`src/rtl/core/tnwc_pkg.sv`:
```
// ----------------------------------------------------------------------------
// tnwc_pkg
// Shared types, codes and helpers for the newreno window control block.
// ----------------------------------------------------------------------------
package tnwc_pkg;

  localparam int unsigned WordW  = 32;
  localparam int unsigned MssW   = 16;
  localparam int unsigned AckedW = 16;
  localparam int unsigned DupsW  = 8;
  localparam int unsigned CntW   = 5;   // divide step counter, WordW steps

  localparam logic [MssW-1:0]  MssReset     = 16'd1448;
  localparam logic [WordW-1:0] InitWinReset = 32'd14480;
  localparam logic [WordW-1:0] InitThrReset = 32'hFFFF_FFFF;

  // event codes
  typedef enum logic [2:0] {
    OP_ACK_OPEN  = 3'd0,
    OP_ENTER_REC = 3'd1,
    OP_DUP_ACK   = 3'd2,
    OP_EXIT_REC  = 3'd3,
    OP_RESTART   = 3'd4
  } op_t;

  // configuration register indexes
  typedef enum logic [1:0] {
    CFG_MSS      = 2'd0,
    CFG_INIT_WIN = 2'd1,
    CFG_INIT_THR = 2'd2
  } cfg_idx_t;

  typedef enum logic [3:0] {
    ST_IDLE,
    ST_DISPATCH,
    ST_CA_CHECK,
    ST_DIV,
    ST_CA_ADD,
    ST_REC_MUL,
    ST_REC_INFL,
    ST_FINISH
  } state_t;

  typedef struct packed {
    logic load_item;
    logic ss_step;
    logic sq_load;
    logic div_step;
    logic ca_add;
    logic rec_thr;
    logic rec_prod;
    logic rec_infl;
    logic dup_step;
    logic exit_step;
    logic restart;
    logic out_load;
  } cmd_t;

  typedef struct packed {
    op_t  opcode;
    logic ca_cond;
    logic div_last;
  } status_t;

  function automatic logic [WordW-1:0] sat_add(input logic [WordW-1:0] a,
                                               input logic [WordW-1:0] b);
    logic [WordW:0] s;
    s = {1'b0, a} + {1'b0, b};
    return s[WordW] ? {WordW{1'b1}} : s[WordW-1:0];
  endfunction

endpackage

```
`src/rtl/core/tnwc_ctrl.sv`:
```
// ----------------------------------------------------------------------------
// tnwc_ctrl
// Sequencer for one event at a time and the output handshake.
// ----------------------------------------------------------------------------
module tnwc_ctrl (
  input  logic               clk,
  input  logic               rst,
  input  logic               s_tvalid,
  output logic               s_tready,
  output logic               m_tvalid,
  input  logic               m_tready,
  input  tnwc_pkg::status_t  status,
  output tnwc_pkg::cmd_t     cmd
);

  tnwc_pkg::state_t state;
  tnwc_pkg::state_t state_next;
  logic             out_valid;
  logic             out_free;

  assign out_free = !out_valid || m_tready;
  assign s_tready = (state == tnwc_pkg::ST_IDLE);
  assign m_tvalid = out_valid;

  always_ff @(posedge clk) begin
    if (rst) begin
      state     <= tnwc_pkg::ST_IDLE;
      out_valid <= 1'b0;
    end else begin
      state <= state_next;
      if (cmd.out_load) begin
        out_valid <= 1'b1;
      end else if (m_tready) begin
        out_valid <= 1'b0;
      end
    end
  end

  // next state
  always_comb begin
    state_next = state;
    unique case (state)
      tnwc_pkg::ST_IDLE: begin
        if (s_tvalid) state_next = tnwc_pkg::ST_DISPATCH;
      end
      tnwc_pkg::ST_DISPATCH: begin
        unique case (status.opcode)
          tnwc_pkg::OP_ACK_OPEN:  state_next = tnwc_pkg::ST_CA_CHECK;
          tnwc_pkg::OP_ENTER_REC: state_next = tnwc_pkg::ST_REC_MUL;
          default:                state_next = tnwc_pkg::ST_FINISH;
        endcase
      end
      tnwc_pkg::ST_CA_CHECK: begin
        state_next = status.ca_cond ? tnwc_pkg::ST_DIV : tnwc_pkg::ST_FINISH;
      end
      tnwc_pkg::ST_DIV: begin
        if (status.div_last) state_next = tnwc_pkg::ST_CA_ADD;
      end
      tnwc_pkg::ST_CA_ADD:   state_next = tnwc_pkg::ST_FINISH;
      tnwc_pkg::ST_REC_MUL:  state_next = tnwc_pkg::ST_REC_INFL;
      tnwc_pkg::ST_REC_INFL: state_next = tnwc_pkg::ST_FINISH;
      tnwc_pkg::ST_FINISH: begin
        if (out_free) state_next = tnwc_pkg::ST_IDLE;
      end
      default: state_next = tnwc_pkg::ST_IDLE;
    endcase
  end

  // commands
  always_comb begin
    cmd = '0;
    unique case (state)
      tnwc_pkg::ST_IDLE:     cmd.load_item = s_tvalid;
      tnwc_pkg::ST_DISPATCH: begin
        unique case (status.opcode)
          tnwc_pkg::OP_ACK_OPEN:  cmd.ss_step   = 1'b1;
          tnwc_pkg::OP_ENTER_REC: cmd.rec_thr   = 1'b1;
          tnwc_pkg::OP_DUP_ACK:   cmd.dup_step  = 1'b1;
          tnwc_pkg::OP_EXIT_REC:  cmd.exit_step = 1'b1;
          tnwc_pkg::OP_RESTART:   cmd.restart   = 1'b1;
          default: ;
        endcase
      end
      tnwc_pkg::ST_CA_CHECK: cmd.sq_load  = status.ca_cond;
      tnwc_pkg::ST_DIV:      cmd.div_step = 1'b1;
      tnwc_pkg::ST_CA_ADD:   cmd.ca_add   = 1'b1;
      tnwc_pkg::ST_REC_MUL:  cmd.rec_prod = 1'b1;
      tnwc_pkg::ST_REC_INFL: cmd.rec_infl = 1'b1;
      tnwc_pkg::ST_FINISH:   cmd.out_load = out_free;
      default: ;
    endcase
  end

`ifndef SYNTHESIS
  // a waiting result is never overwritten
  a_no_overwrite: assert property (@(posedge clk) disable iff (rst)
    cmd.out_load |-> (!out_valid || m_tready))
    else $error("result register overwritten before transfer");

  // an accepted event is decoded in the following cycle
  a_accept_dispatch: assert property (@(posedge clk) disable iff (rst)
    (s_tvalid && s_tready) |=> (state == tnwc_pkg::ST_DISPATCH))
    else $error("accepted event not dispatched");

  // loading a result always raises the output valid
  a_load_valid: assert property (@(posedge clk) disable iff (rst)
    cmd.out_load |=> m_tvalid)
    else $error("result loaded without valid");

  // divide only runs after the congestion avoidance check
  a_div_entry: assert property (@(posedge clk) disable iff (rst)
    $rose(state == tnwc_pkg::ST_DIV) |-> $past(state == tnwc_pkg::ST_CA_CHECK))
    else $error("divide entered from wrong state");
`endif

endmodule

```
`src/rtl/core/tnwc_dp.sv`:
```
// ----------------------------------------------------------------------------
// tnwc_dp
// Window registers, configuration, restoring divider and result register.
// ----------------------------------------------------------------------------
module tnwc_dp (
  input  logic                          clk,
  input  logic                          rst,
  input  tnwc_pkg::cmd_t                cmd,
  output tnwc_pkg::status_t             status,
  input  logic                          cfg_we,
  input  logic [1:0]                    cfg_index,
  input  logic [tnwc_pkg::WordW-1:0]    cfg_data,
  input  logic [2:0]                    opcode,
  input  logic [tnwc_pkg::AckedW-1:0]   segments_acked,
  input  logic [tnwc_pkg::DupsW-1:0]    dup_ack_count,
  input  logic [tnwc_pkg::WordW-1:0]    bytes_in_flight,
  output logic [tnwc_pkg::WordW-1:0]    window,
  output logic [tnwc_pkg::WordW-1:0]    threshold,
  output logic [tnwc_pkg::WordW-1:0]    inflated_window,
  output logic                          in_slow_start
);

  localparam int unsigned W = tnwc_pkg::WordW;

  // configuration
  logic [tnwc_pkg::MssW-1:0] mss;
  logic [W-1:0]              init_win;
  logic [W-1:0]              init_thr;

  // window state
  logic [W-1:0] cwnd;
  logic [W-1:0] ssth;
  logic [W-1:0] infl;

  // per event working registers
  tnwc_pkg::op_t               op;
  logic [tnwc_pkg::AckedW-1:0] acked;
  logic [tnwc_pkg::DupsW-1:0]  dups;
  logic [W-1:0]                inflight;
  logic [W-1:0]                den;
  logic [W-1:0]                quo;
  logic [W-1:0]                rem;
  logic [tnwc_pkg::CntW-1:0]   cnt;
  logic [tnwc_pkg::DupsW+tnwc_pkg::MssW-1:0] prod;

  logic [W:0]     rem_sh;
  logic [W+1:0]   trial;
  logic [W-1:0]   two_seg;
  logic [W-1:0]   half;
  logic [W-1:0]   thr_new;
  logic [W-1:0]   ca_inc;

  assign rem_sh  = {rem, quo[W-1]};
  assign trial   = {1'b0, rem_sh} - {2'b00, den};
  assign two_seg = {{(W-tnwc_pkg::MssW-1){1'b0}}, mss, 1'b0};
  assign half    = {1'b0, inflight[W-1:1]};
  assign thr_new = (two_seg > half) ? two_seg : half;
  assign ca_inc  = (quo == '0) ? {{(W-1){1'b0}}, 1'b1} : quo;

  assign status.opcode   = op;
  assign status.ca_cond  = (cwnd >= ssth) && (acked != '0);
  assign status.div_last = (cnt == {tnwc_pkg::CntW{1'b1}});

  // configuration and window state
  always_ff @(posedge clk) begin
    if (rst) begin
      mss      <= tnwc_pkg::MssReset;
      init_win <= tnwc_pkg::InitWinReset;
      init_thr <= tnwc_pkg::InitThrReset;
      cwnd     <= tnwc_pkg::InitWinReset;
      ssth     <= tnwc_pkg::InitThrReset;
      infl     <= '0;
    end else begin
      if (cfg_we) begin
        unique case (tnwc_pkg::cfg_idx_t'(cfg_index))
          tnwc_pkg::CFG_MSS:      mss      <= cfg_data[tnwc_pkg::MssW-1:0];
          tnwc_pkg::CFG_INIT_WIN: init_win <= cfg_data;
          tnwc_pkg::CFG_INIT_THR: init_thr <= cfg_data;
          default: ;
        endcase
      end
      if (cmd.ss_step && (cwnd < ssth) && (acked != '0)) begin
        cwnd <= tnwc_pkg::sat_add(cwnd, {{(W-tnwc_pkg::MssW){1'b0}}, mss});
      end
      if (cmd.ca_add) begin
        cwnd <= tnwc_pkg::sat_add(cwnd, ca_inc);
      end
      if (cmd.rec_thr) begin
        ssth <= thr_new;
        cwnd <= thr_new;
      end
      if (cmd.rec_infl) begin
        infl <= tnwc_pkg::sat_add(ssth, {{(W-$bits(prod)){1'b0}}, prod});
      end
      if (cmd.dup_step) begin
        infl <= tnwc_pkg::sat_add(infl, {{(W-tnwc_pkg::MssW){1'b0}}, mss});
      end
      if (cmd.exit_step) begin
        infl <= ssth;
      end
      if (cmd.restart) begin
        cwnd <= init_win;
        ssth <= init_thr;
        infl <= '0;
      end
    end
  end

  // working registers and divider
  always_ff @(posedge clk) begin
    if (cmd.load_item) begin
      op       <= tnwc_pkg::op_t'(opcode);
      acked    <= segments_acked;
      dups     <= dup_ack_count;
      inflight <= bytes_in_flight;
    end
    if (cmd.ss_step && (cwnd < ssth) && (acked != '0)) begin
      acked <= acked - 1'b1;
    end
    if (cmd.sq_load) begin
      quo <= {{(W-tnwc_pkg::MssW){1'b0}}, mss} * {{(W-tnwc_pkg::MssW){1'b0}}, mss};
      rem <= '0;
      den <= (cwnd == '0) ? {{(W-1){1'b0}}, 1'b1} : cwnd;
      cnt <= '0;
    end
    if (cmd.div_step) begin
      if (trial[W+1]) begin
        rem <= rem_sh[W-1:0];
        quo <= {quo[W-2:0], 1'b0};
      end else begin
        rem <= trial[W-1:0];
        quo <= {quo[W-2:0], 1'b1};
      end
      cnt <= cnt + 1'b1;
    end
    if (cmd.rec_prod) begin
      prod <= {{tnwc_pkg::MssW{1'b0}}, dups} * {{tnwc_pkg::DupsW{1'b0}}, mss};
    end
  end

  // result register
  always_ff @(posedge clk) begin
    if (cmd.out_load) begin
      window          <= cwnd;
      threshold       <= ssth;
      inflated_window <= infl;
      in_slow_start   <= (cwnd < ssth);
    end
  end

`ifndef SYNTHESIS
  // remainder stays below the divisor through the divide
  a_rem_bound: assert property (@(posedge clk) disable iff (rst)
    cmd.div_step |=> (rem < den))
    else $error("divider remainder out of range");

  // recovery entry leaves window equal to threshold
  a_rec_equal: assert property (@(posedge clk) disable iff (rst)
    cmd.rec_thr |=> (cwnd == ssth))
    else $error("recovery entry window mismatch");

  // restart clears the inflated window
  a_restart_clear: assert property (@(posedge clk) disable iff (rst)
    cmd.restart |=> (infl == '0))
    else $error("restart left inflated window set");
`endif

endmodule

```
`src/rtl/core/tcp_newreno_window_control_top.sv`:
```
// ----------------------------------------------------------------------------
// tcp_newreno_window_control_top
// NewReno congestion window, threshold and inflated window per event.
// ----------------------------------------------------------------------------
// usage
//   events come in on the s_ stream: the opcode in s_tuser, the event
//   fields in s_tdata. every accepted event gives exactly one result
//   transfer on the m_ stream holding the state after the event.
//   the cfg channel writes segment size, initial window and initial
//   threshold; it is always ready and should only be used while idle.
// sequence
//   one event is worked on at a time. dup ack, exit, restart and unused
//   opcodes go from dispatch to finish; recovery entry adds the multiply
//   and inflate states, an open ack the avoidance check, and one that
//   reaches congestion avoidance the 32-step restoring divide of mss
//   squared by the window (one quotient bit a cycle) and the add. a new
//   event is taken in the cycle after the result register is loaded.
// reset
//   rst (synchronous) loads the configuration reset values, window 14480,
//   threshold 2^32-1, inflated window zero, and empties the result.
// stalls
//   a result waits in the output register while m_tready is low; the next
//   event is still taken and worked on, and holds at its end until the
//   waiting result has been transferred.
// ----------------------------------------------------------------------------
module tcp_newreno_window_control_top (
  input  logic          clk,
  input  logic          rst,
  // event input
  input  logic          s_tvalid,
  output logic          s_tready,
  input  logic [55:0]   s_tdata,   // segments_acked[15:0], dup_ack_count[23:16],
                                   // bytes_in_flight[55:24]
  input  logic [2:0]    s_tuser,   // opcode[2:0]
  // result output
  output logic          m_tvalid,
  input  logic          m_tready,
  output logic [103:0]  m_tdata,   // window[31:0], threshold[63:32],
                                   // inflated_window[95:64], in_slow_start[96],
                                   // zero[103:97]
  // configuration writes
  input  logic          cfg_valid,
  output logic          cfg_ready,
  input  logic [1:0]    cfg_index,
  input  logic [31:0]   cfg_data
);

  tnwc_pkg::cmd_t    cmd;
  tnwc_pkg::status_t status;

  logic [31:0] window;
  logic [31:0] threshold;
  logic [31:0] inflated_window;
  logic        in_slow_start;

  // configuration is taken every cycle
  assign cfg_ready = 1'b1;

  assign m_tdata = {7'd0, in_slow_start, inflated_window, threshold, window};

  tnwc_ctrl u_ctrl (
    .clk      (clk),
    .rst      (rst),
    .s_tvalid (s_tvalid),
    .s_tready (s_tready),
    .m_tvalid (m_tvalid),
    .m_tready (m_tready),
    .status   (status),
    .cmd      (cmd)
  );

  tnwc_dp u_dp (
    .clk             (clk),
    .rst             (rst),
    .cmd             (cmd),
    .status          (status),
    .cfg_we          (cfg_valid && cfg_ready),
    .cfg_index       (cfg_index),
    .cfg_data        (cfg_data),
    .opcode          (s_tuser),
    .segments_acked  (s_tdata[15:0]),
    .dup_ack_count   (s_tdata[23:16]),
    .bytes_in_flight (s_tdata[55:24]),
    .window          (window),
    .threshold       (threshold),
    .inflated_window (inflated_window),
    .in_slow_start   (in_slow_start)
  );

endmodule

```
`config.mk`:
```
export PLATFORM = sky130hd
export DESIGN_NAME = tcp_newreno_window_control_top
export DESIGN_NICKNAME = d
export VERILOG_FILES = /design/src/rtl/core/tnwc_pkg.sv /design/src/rtl/core/tnwc_ctrl.sv /design/src/rtl/core/tnwc_dp.sv /design/src/rtl/core/tcp_newreno_window_control_top.sv
export SDC_FILE = /design/constraint.sdc
export NUM_CORES = 2
export LEC_CHECK = 0
export ABC_CLOCK_PERIOD_IN_PS = 24000
export BUFFER_PORTS_ARGS = -buffer_cell sky130_fd_sc_hd__buf_4
export CAP_MARGIN = 25
export CORE_MARGIN = 4
export CORE_UTILIZATION = 34
export CTS_CLUSTER_SIZE = 12
export DETAILED_ROUTE_END_ITERATION = 6
export SETUP_SLACK_MARGIN = 0.5
export SLEW_MARGIN = 20
export SYNTH_ARGS = -nofsm -noshare
export SYNTH_HDL_FRONTEND = slang
export SYNTH_SLANG_ARGS = --single-unit
```
`constraint.sdc`:
```
create_clock -name clk -period 24 [get_ports clk]
set_input_delay 1.2 -clock clk [delete_from_list [all_inputs] [get_ports clk]]
set_output_delay 1.2 -clock clk [all_outputs]
set_load 0.005 [all_outputs]
```
# Word-level counts from Yosys, hierarchy flattened
# Cells that the tools add are included.
dict set report classes {
  n_eq_ne 17
  add_sub_neg 7
  order_cmp 3
  multipliers 2
  n_reduce_logical 23
  muxes 48
}
# cell n
set ops {}
lappend ops {{2-to-1 mux 32 bit} 19}
lappend ops {{adder 32 x 16 -> 33 bit} 2}
lappend ops {{zero test 32 bit} 2}
lappend ops {{subtractor 33 x 32 -> 34 bit} 1}
lappend ops {{adder 32 x 24 -> 33 bit} 1}
lappend ops {{adder 32 x 32 -> 33 bit} 1}
lappend ops {{greater-or-equal comparator 32 bit} 1}
lappend ops {{< comparator 32 bit} 1}
lappend ops {{multiplier 16 x 16 -> 32 bit} 1}
lappend ops {{2-to-1 mux 16 bit} 2}
lappend ops {{greater-than comparator 17 x 31 -> 1 bit} 1}
lappend ops {{2-to-1 mux 31 bit} 1}
lappend ops {{one-hot mux 4 bit (7 select lines)} 1}
lappend ops {{multiplier 8 x 16 -> 24 bit} 1}
lappend ops {{2-to-1 mux 1 bit} 17}
lappend ops {{equality test 4 x 3 -> 1 bit, second input constant} 4}
lappend ops {{nonzero test 16 bit} 1}
lappend ops {{subtractor 16 x 1 -> 16 bit, second input constant} 1}
lappend ops {{2-to-1 mux 4 bit} 3}
lappend ops {{2-to-1 mux 5 bit} 2}
lappend ops {{equality test 4 x 2 -> 1 bit, second input constant} 2}
lappend ops {{nonzero test 2 bit} 4}
lappend ops {{equality test 3 x 2 -> 1 bit, second input constant} 2}
lappend ops {{2-to-1 mux 3 bit} 2}
lappend ops {{21 further kinds} 27}
dict set report totals {
  register_bits 462
  input_bits 98
  elab_cells 121
  out_inout_bits 107
}

# Logic depth before layout (Yosys ltp)
dict set report depth {
  word_depth 9
  depth_mapped 27
  depth_no_buf 25
}

# By module
# Synthesis repeated with hierarchy kept, for this count alone.
dict set report unflattened {
  hier_cells 3999
  hier_area_um2 37282.0
}
# mod area_per_inst_um2 seq_area_each_um2 cells_each instances
set modules_own_cells {}
lappend modules_own_cells {tnwc_dp 36861.6 11931.4 3941 1}
lappend modules_own_cells {tnwc_ctrl 345.3 80.1 47 1}
lappend modules_own_cells {tcp_newreno_window_control_top 75.1 0.0 11 1}

# Worst setup path before layout
# Ideal clock, no wire load.
dict set report synth_path {
  path_type {register to register}
  start {register u_dp.ssth[29]}
  end {register u_dp.cnt[0] in the netlist's numbering (enable)}
  required_time_ps 23405
  arrival_ps 7192
  setup_ps 595
  slack_ps 16213
  path_buffers 0
  period_less_slack_ps 7787
  path_stages_with_launch 11
  cell_sequence {dfxtp_1 > inv_1 > ha_1 > nand4_1 > or4_4 > a211o_1 > o221ai_2 > a21oi_1 > a21oi_1 > nor2_1 > nor3b_1}
}
dict set report synth_via {
  elab_chain_cells 4
}
# item line
set synth_lines {}
lappend synth_lines {{start, declared} tnwc_dp.sv:32} ;# logic [W-1:0] ssth;
lappend synth_lines {{start signal, assigned} tnwc_dp.sv:71} ;# ssth <= tnwc_pkg::InitThrReset;
lappend synth_lines {{start signal, assigned} tnwc_dp.sv:89} ;# ssth <= thr_new;
lappend synth_lines {{start signal, assigned} tnwc_dp.sv:103} ;# ssth <= init_thr;
lappend synth_lines {{greater-or-equal comparator 32 bit} tnwc_dp.sv:61} ;# assign status.ca_cond = (cwnd >= ssth) && (acked != '0);
lappend synth_lines {{logical AND 1 bit} tnwc_dp.sv:61}
lappend synth_lines {{2-to-1 mux 1 bit} tnwc_ctrl.sv:72} ;# unique case (state)
lappend synth_lines {{nonzero test 2 bit (no source line)} --}
lappend synth_lines {{end signal, assigned} tnwc_dp.sv:134} ;# cnt <= cnt + 1'b1;
lappend synth_lines {{end, declared} tnwc_dp.sv:43} ;# logic [tnwc_pkg::CntW-1:0] cnt;
# Every way passes these cells.
# A chain may end at the register's enable or synchronous reset.

# Worst setup path in the final report
dict set report layout_path {
  start {register u_dp.mss[9] in the netlist's numbering}
  end {register u_dp.quo[30], data pin}
}
dict set report layout_via {
  elab_chain_cells 3
}
# item line
set layout_lines {}
lappend layout_lines {{start, declared} tnwc_dp.sv:26} ;# logic [tnwc_pkg::MssW-1:0] mss;
lappend layout_lines {{start signal, assigned} tnwc_dp.sv:67} ;# mss <= tnwc_pkg::MssReset;
lappend layout_lines {{start signal, assigned} tnwc_dp.sv:76} ;# tnwc_pkg::CFG_MSS: mss <= cfg_data[tnwc_pkg::MssW-1:0];
lappend layout_lines {{multiplier 16 x 16 -> 32 bit} tnwc_dp.sv:121} ;# quo <= {{(W-tnwc_pkg::MssW){1'b0}}, mss} * {{(W-tnwc_pkg::MssW){1'b0}}, mss};
lappend layout_lines {{2-to-1 mux 32 bit} tnwc_dp.sv:120} ;# if (cmd.sq_load) begin
lappend layout_lines {{2-to-1 mux 32 bit} tnwc_dp.sv:126} ;# if (cmd.div_step) begin
lappend layout_lines {{end signal, assigned} tnwc_dp.sv:121}
lappend layout_lines {{end signal, assigned} tnwc_dp.sv:129} ;# quo <= {quo[W-2:0], 1'b0};
lappend layout_lines {{end signal, assigned} tnwc_dp.sv:132} ;# quo <= {quo[W-2:0], 1'b1};
lappend layout_lines {{end, declared} tnwc_dp.sv:41} ;# logic [W-1:0] quo;
# Every way passes these cells. The select of a mux whose other input is x is not followed.

==> metrics.csv <==
stage,metric,value,unit
synthesis,synth.top_cell.area_share,22.40,%
global_routing,grt_use_total,19.53,%
sta,achievable-frequency,127.8,MHz
final_layout,area_growth_syn_to_layout,12.36,%
drt,detail_route.vias_per_cell,5.320,
place,place.port_buffers,195,
clock_tree,cts_tree,built,
synthesis,ys_types,99,
drt,routed-via-count,30212,
sta,drv_slew,0,
sta,finalWorstSetupSlack,16.18,ns
clock_tree,cell_chosen_for_the_clock_root,sky130_fd_sc_hd__clkbuf_16,
drt,avgRoutedWirePerCell,20.36,um
final_layout,fraction_of_layout_instances_using_a_drive_strength_above_1,9.498,%
critical_path,crit_path_max_fanout,22,
critical_path,worstPathArrival,8.17,ns
drt,antenna_left,0,
sta,setup_viol,0,
clock_tree,cts.repair.resized,0,
clock_tree,clk_pin_slew,0.06,ns
outcome,run_status,completed,
power_and_ir_drop,power_per_cell_area,75.68,mW/mm^2
drt,first_pass_iters,6,
synthesis,ys_top_cells_by_area,"sky130_fd_sc_hd__edfxtp_1 22%, sky130_fd_sc_hd__fa_1 13%, sky130_fd_sc_hd__ha_1 11%, sky130_fd_sc_hd__dfxtp_1 9.6%, sky130_fd_sc_hd__nand2_1 5.1%",
synthesis,asyncSetResetFlopFracSynth,0,%
synthesis,ys_warn_count,0,
die,chipWidth,340.2,um
synthesis,post-synth-top-area-cell,sky130_fd_sc_hd__edfxtp_1,
place,finalWeightedCongestion,0.9000,
die,design.core.area,0.1092,sq mm
die,io_pins,205,
place,dpl.hpwl,86.27,mm
clock_tree,htree_levels,2,
global_routing,maximum_number_of_pins_on_one_net_before_global_route_repair,96,
drt,drc_errors,0,
synthesis,yosysMostFrequentCell,sky130_fd_sc_hd__nand2_1,
sta,hold_violations,0,
critical_path,timing.setup.critical_path_class,flop to flop,
drt,wl,115.6,mm
clock_tree,cts-root-to-sink-buffers,3,
global_routing,first_global_vias,29522,
critical_path,max_stage_delay,0.61,ns
drt,drtIter0Drc,2360,
die,design.die.area,0.1158,sq mm
final_layout,num-nets-final,4827,
critical_path,endpoint_kind,flop,
synthesis,leading_cell_types_by_count_after_synthesis,"513 x sky130_fd_sc_hd__nand2_1, 459 x sky130_fd_sc_hd__inv_1, 319 x sky130_fd_sc_hd__ha_1",
sta,relSlewSlack,29.72,%
place,placement.setup.worst_slack,16.29,ns
sta,fin_crit,7.823,ns
power_and_ir_drop,vdd.ir_drop.worst,65.20,uV
synthesis,syn-instance-count,4096,
synthesis,syn-mean-instance-area,9.163,sq um
hold_path,hold_path.class,flop to flop,
synthesis,seq_area_frac_synth,32.01,%
die,floorplan.initialDensity,34.38,%
die,core.rowCount,121,
global_routing,antenna_found_initial,3,
global_routing,grt_first_pass_wirelength,177.0,mm
synthesis,top_reg_cell_synth,sky130_fd_sc_hd__edfxtp_1,
clock_tree,postCtsSetupBuffers,0,
critical_path,critical_path_required,24.34,ns
critical_path,slowest_stage,sky130_fd_sc_hd__dfxtp_1,
global_routing,globalRouteOverflowTotal,0,
sta,clock-skew-final,0.06361,ns
synthesis,synth.ff_latch_count,460,
die,vert_die_dim,340.2,um
synthesis,syn-cell-area,0.03753,sq mm
sta,rsz0062_at_grt,false,
critical_path,cp-start-kind,flop,
sta,totalNegativeSetupSlack,0,ns
sta,min_period_over_period,32.60,%
sta,final.hold.worst_slack,0.4596,ns
sta,worstMarginPinSlew,1.052,ns
synthesis,number_of_enable_type_register_cells_in_the_synthesized_netlist,280,
clock_tree,cts_hold_buffers,0,
clock_tree,cts_inserted_buffers,54,
clock_tree,insertion_delay,0.66,ns
power_and_ir_drop,static-leakage-power,18.72,nW
run,timing.max_cap.violations,0,
clock_tree,clkSinkCount,460,
-- routing by layer --
layer,part of all wire [%],vias up,track usage (%)
met1,44,14839,26.50
met4,2.7,2,4.957
li1,-,14224,-
met3,6.8,181,3.360
met5,0.011,-,0
met2,46,966,32.40
-- kinds of logic (layout without fill, tap and decap cells) --
kind of cell / count (synthesis) / in the layout / synth area share (%)
simple gates: 1236 / 1236 / 15.63
compound gates: 935 / 935 / 16.44
buf+inv: 700 / 799 / 7.235
fa+ha+maj: 572 / 572 / 24.13
flops: 460 / 460 / 32.01
xor+xnor: 169 / 169 / 3.944
mux: 22 / 22 / 0.6001
other cells: 2 / 10 / 0.02001
-- report_power, final --
group          internal, mW  switching (mW)  total (mW)
Sequential            0.950           0.117        1.07
Combinational         0.508           0.746        1.25
Clock                 0.512           0.358       0.870
-- path summary, 6_finish.rpt --
kind | startpoint | end | slack [ns] | cells past startpoint
setup reg to reg | u_dp.mss[9] | u_dp.quo[30] | 16.18 | 25
hold reg to reg | u_dp.init_win[0] | u_dp.init_win[0] | 0.46 | 2
hold / removal | u_dp.init_win[0] | u_dp.init_win[0] | 0.46 | 2
setup / recovery | u_dp.mss[9] | u_dp.quo[30] | 16.18 | 25
-- stage by stage --
step                total power [mW]  instances  instance area, sq um  util, %
floorplan                      1.969       4102                 37550        -
global placement               2.313       5576                 40250    36.88
detailed placement             2.327       5577                 40270    36.90
CTS                            3.208       5677                 42160    38.63
global route                   3.405       5677                 42160    38.63
finish                         3.191       5679                 42170    38.63
-- state kept, by name, indices dropped and copies added (netlist names), 8 cells and up --
signal                cells
u_dp.den                 32
u_dp.cwnd                32
u_dp.inflight            31
u_dp.acked               16
u_dp.rem                 32
u_dp.ssth                32
u_dp.mss                 16
u_dp.init_thr            32
u_dp.inflated_window     32
u_dp.infl                32
u_dp.window              32
u_dp.dups                 8
u_dp.init_win            32
u_dp.quo                 32
u_dp.prod                24
u_dp.threshold           32
-- worst max-delay path, delay by kind of cell, from the launching register on --
| family | cells | cell delay (ns) |
|---|---|---|
| AOI/OAI and AO/OA | 7 | 1.78 |
| xor gates and xnor gates | 1 | 0.21 |
| adders and majority gates | 7 | 3.41 |
| buffers and inverters | 7 | 0.79 |
| DFF | 1 | 0.61 |
| and+or+nand+nor | 3 | 0.70 |
-- area by class of cell --
class                           instances  area [sq um]
Sequential cell                       460         12020
Clock inverter                         28         336.6
Timing Repair Buffer                  239          1807
Antenna cell                            2         5.005
Inverter                              460          1727
Tap cell                             1476          1847
Multi-Input combinational cell       2942         22880
Fill cell                           10875         66990
Clock buffer                           72          1554
-- cell usage in the layout, fill, tap and decap left out, types with 9 or more instances in the layout --
cell | Yosys | final
sky130_fd_sc_hd__o21ai_1 | 11 | 11
sky130_fd_sc_hd__nand3_1 | 45 | 45
sky130_fd_sc_hd__nor2_1 | 239 | 236
sky130_fd_sc_hd__buf_4 | 13 | 238
sky130_fd_sc_hd__nand4_1 | 34 | 34
sky130_fd_sc_hd__a211oi_1 | 48 | 48
sky130_fd_sc_hd__o31a_1 | 9 | 9
sky130_fd_sc_hd__o31ai_1 | 13 | 13
sky130_fd_sc_hd__nand2b_1 | 31 | 31
sky130_fd_sc_hd__o221ai_1 | 27 | 27
sky130_fd_sc_hd__nand3b_1 | 44 | 44
sky130_fd_sc_hd__fa_1 | 253 | 253
sky130_fd_sc_hd__a21o_1 | 77 | 77
sky130_fd_sc_hd__xor2_1 | 64 | 64
sky130_fd_sc_hd__nor2b_1 | 27 | 26
sky130_fd_sc_hd__inv_1 | 459 | 458
sky130_fd_sc_hd__a211o_1 | 26 | 26
sky130_fd_sc_hd__ha_1 | 319 | 319
sky130_fd_sc_hd__a21oi_1 | 298 | 298
sky130_fd_sc_hd__and2_1 | 117 | 117
sky130_fd_sc_hd__o22ai_1 | 16 | 16
sky130_fd_sc_hd__mux2i_1 | 18 | 18
sky130_fd_sc_hd__a31oi_1 | 21 | 21
sky130_fd_sc_hd__edfxtp_1 | 280 | 280
sky130_fd_sc_hd__xnor2_1 | 105 | 105
sky130_fd_sc_hd__nand2_1 | 513 | 513
sky130_fd_sc_hd__nor4_1 | 34 | 34
sky130_fd_sc_hd__or2_2 | 10 | 10
sky130_fd_sc_hd__dfxtp_1 | 180 | 176
sky130_fd_sc_hd__and3_1 | 30 | 30
sky130_fd_sc_hd__o21a_1 | 37 | 37
sky130_fd_sc_hd__a221oi_1 | 17 | 17
sky130_fd_sc_hd__or3_1 | 17 | 17
sky130_fd_sc_hd__and4_1 | 9 | 9
sky130_fd_sc_hd__o211ai_1 | 21 | 21
sky130_fd_sc_hd__o21bai_1 | 32 | 32
sky130_fd_sc_hd__nor3_1 | 58 | 58
sky130_fd_sc_hd__clkbuf_16 | 0 | 57
sky130_fd_sc_hd__o21ai_0 | 179 | 179
Power figures use the tool's default switching activity.
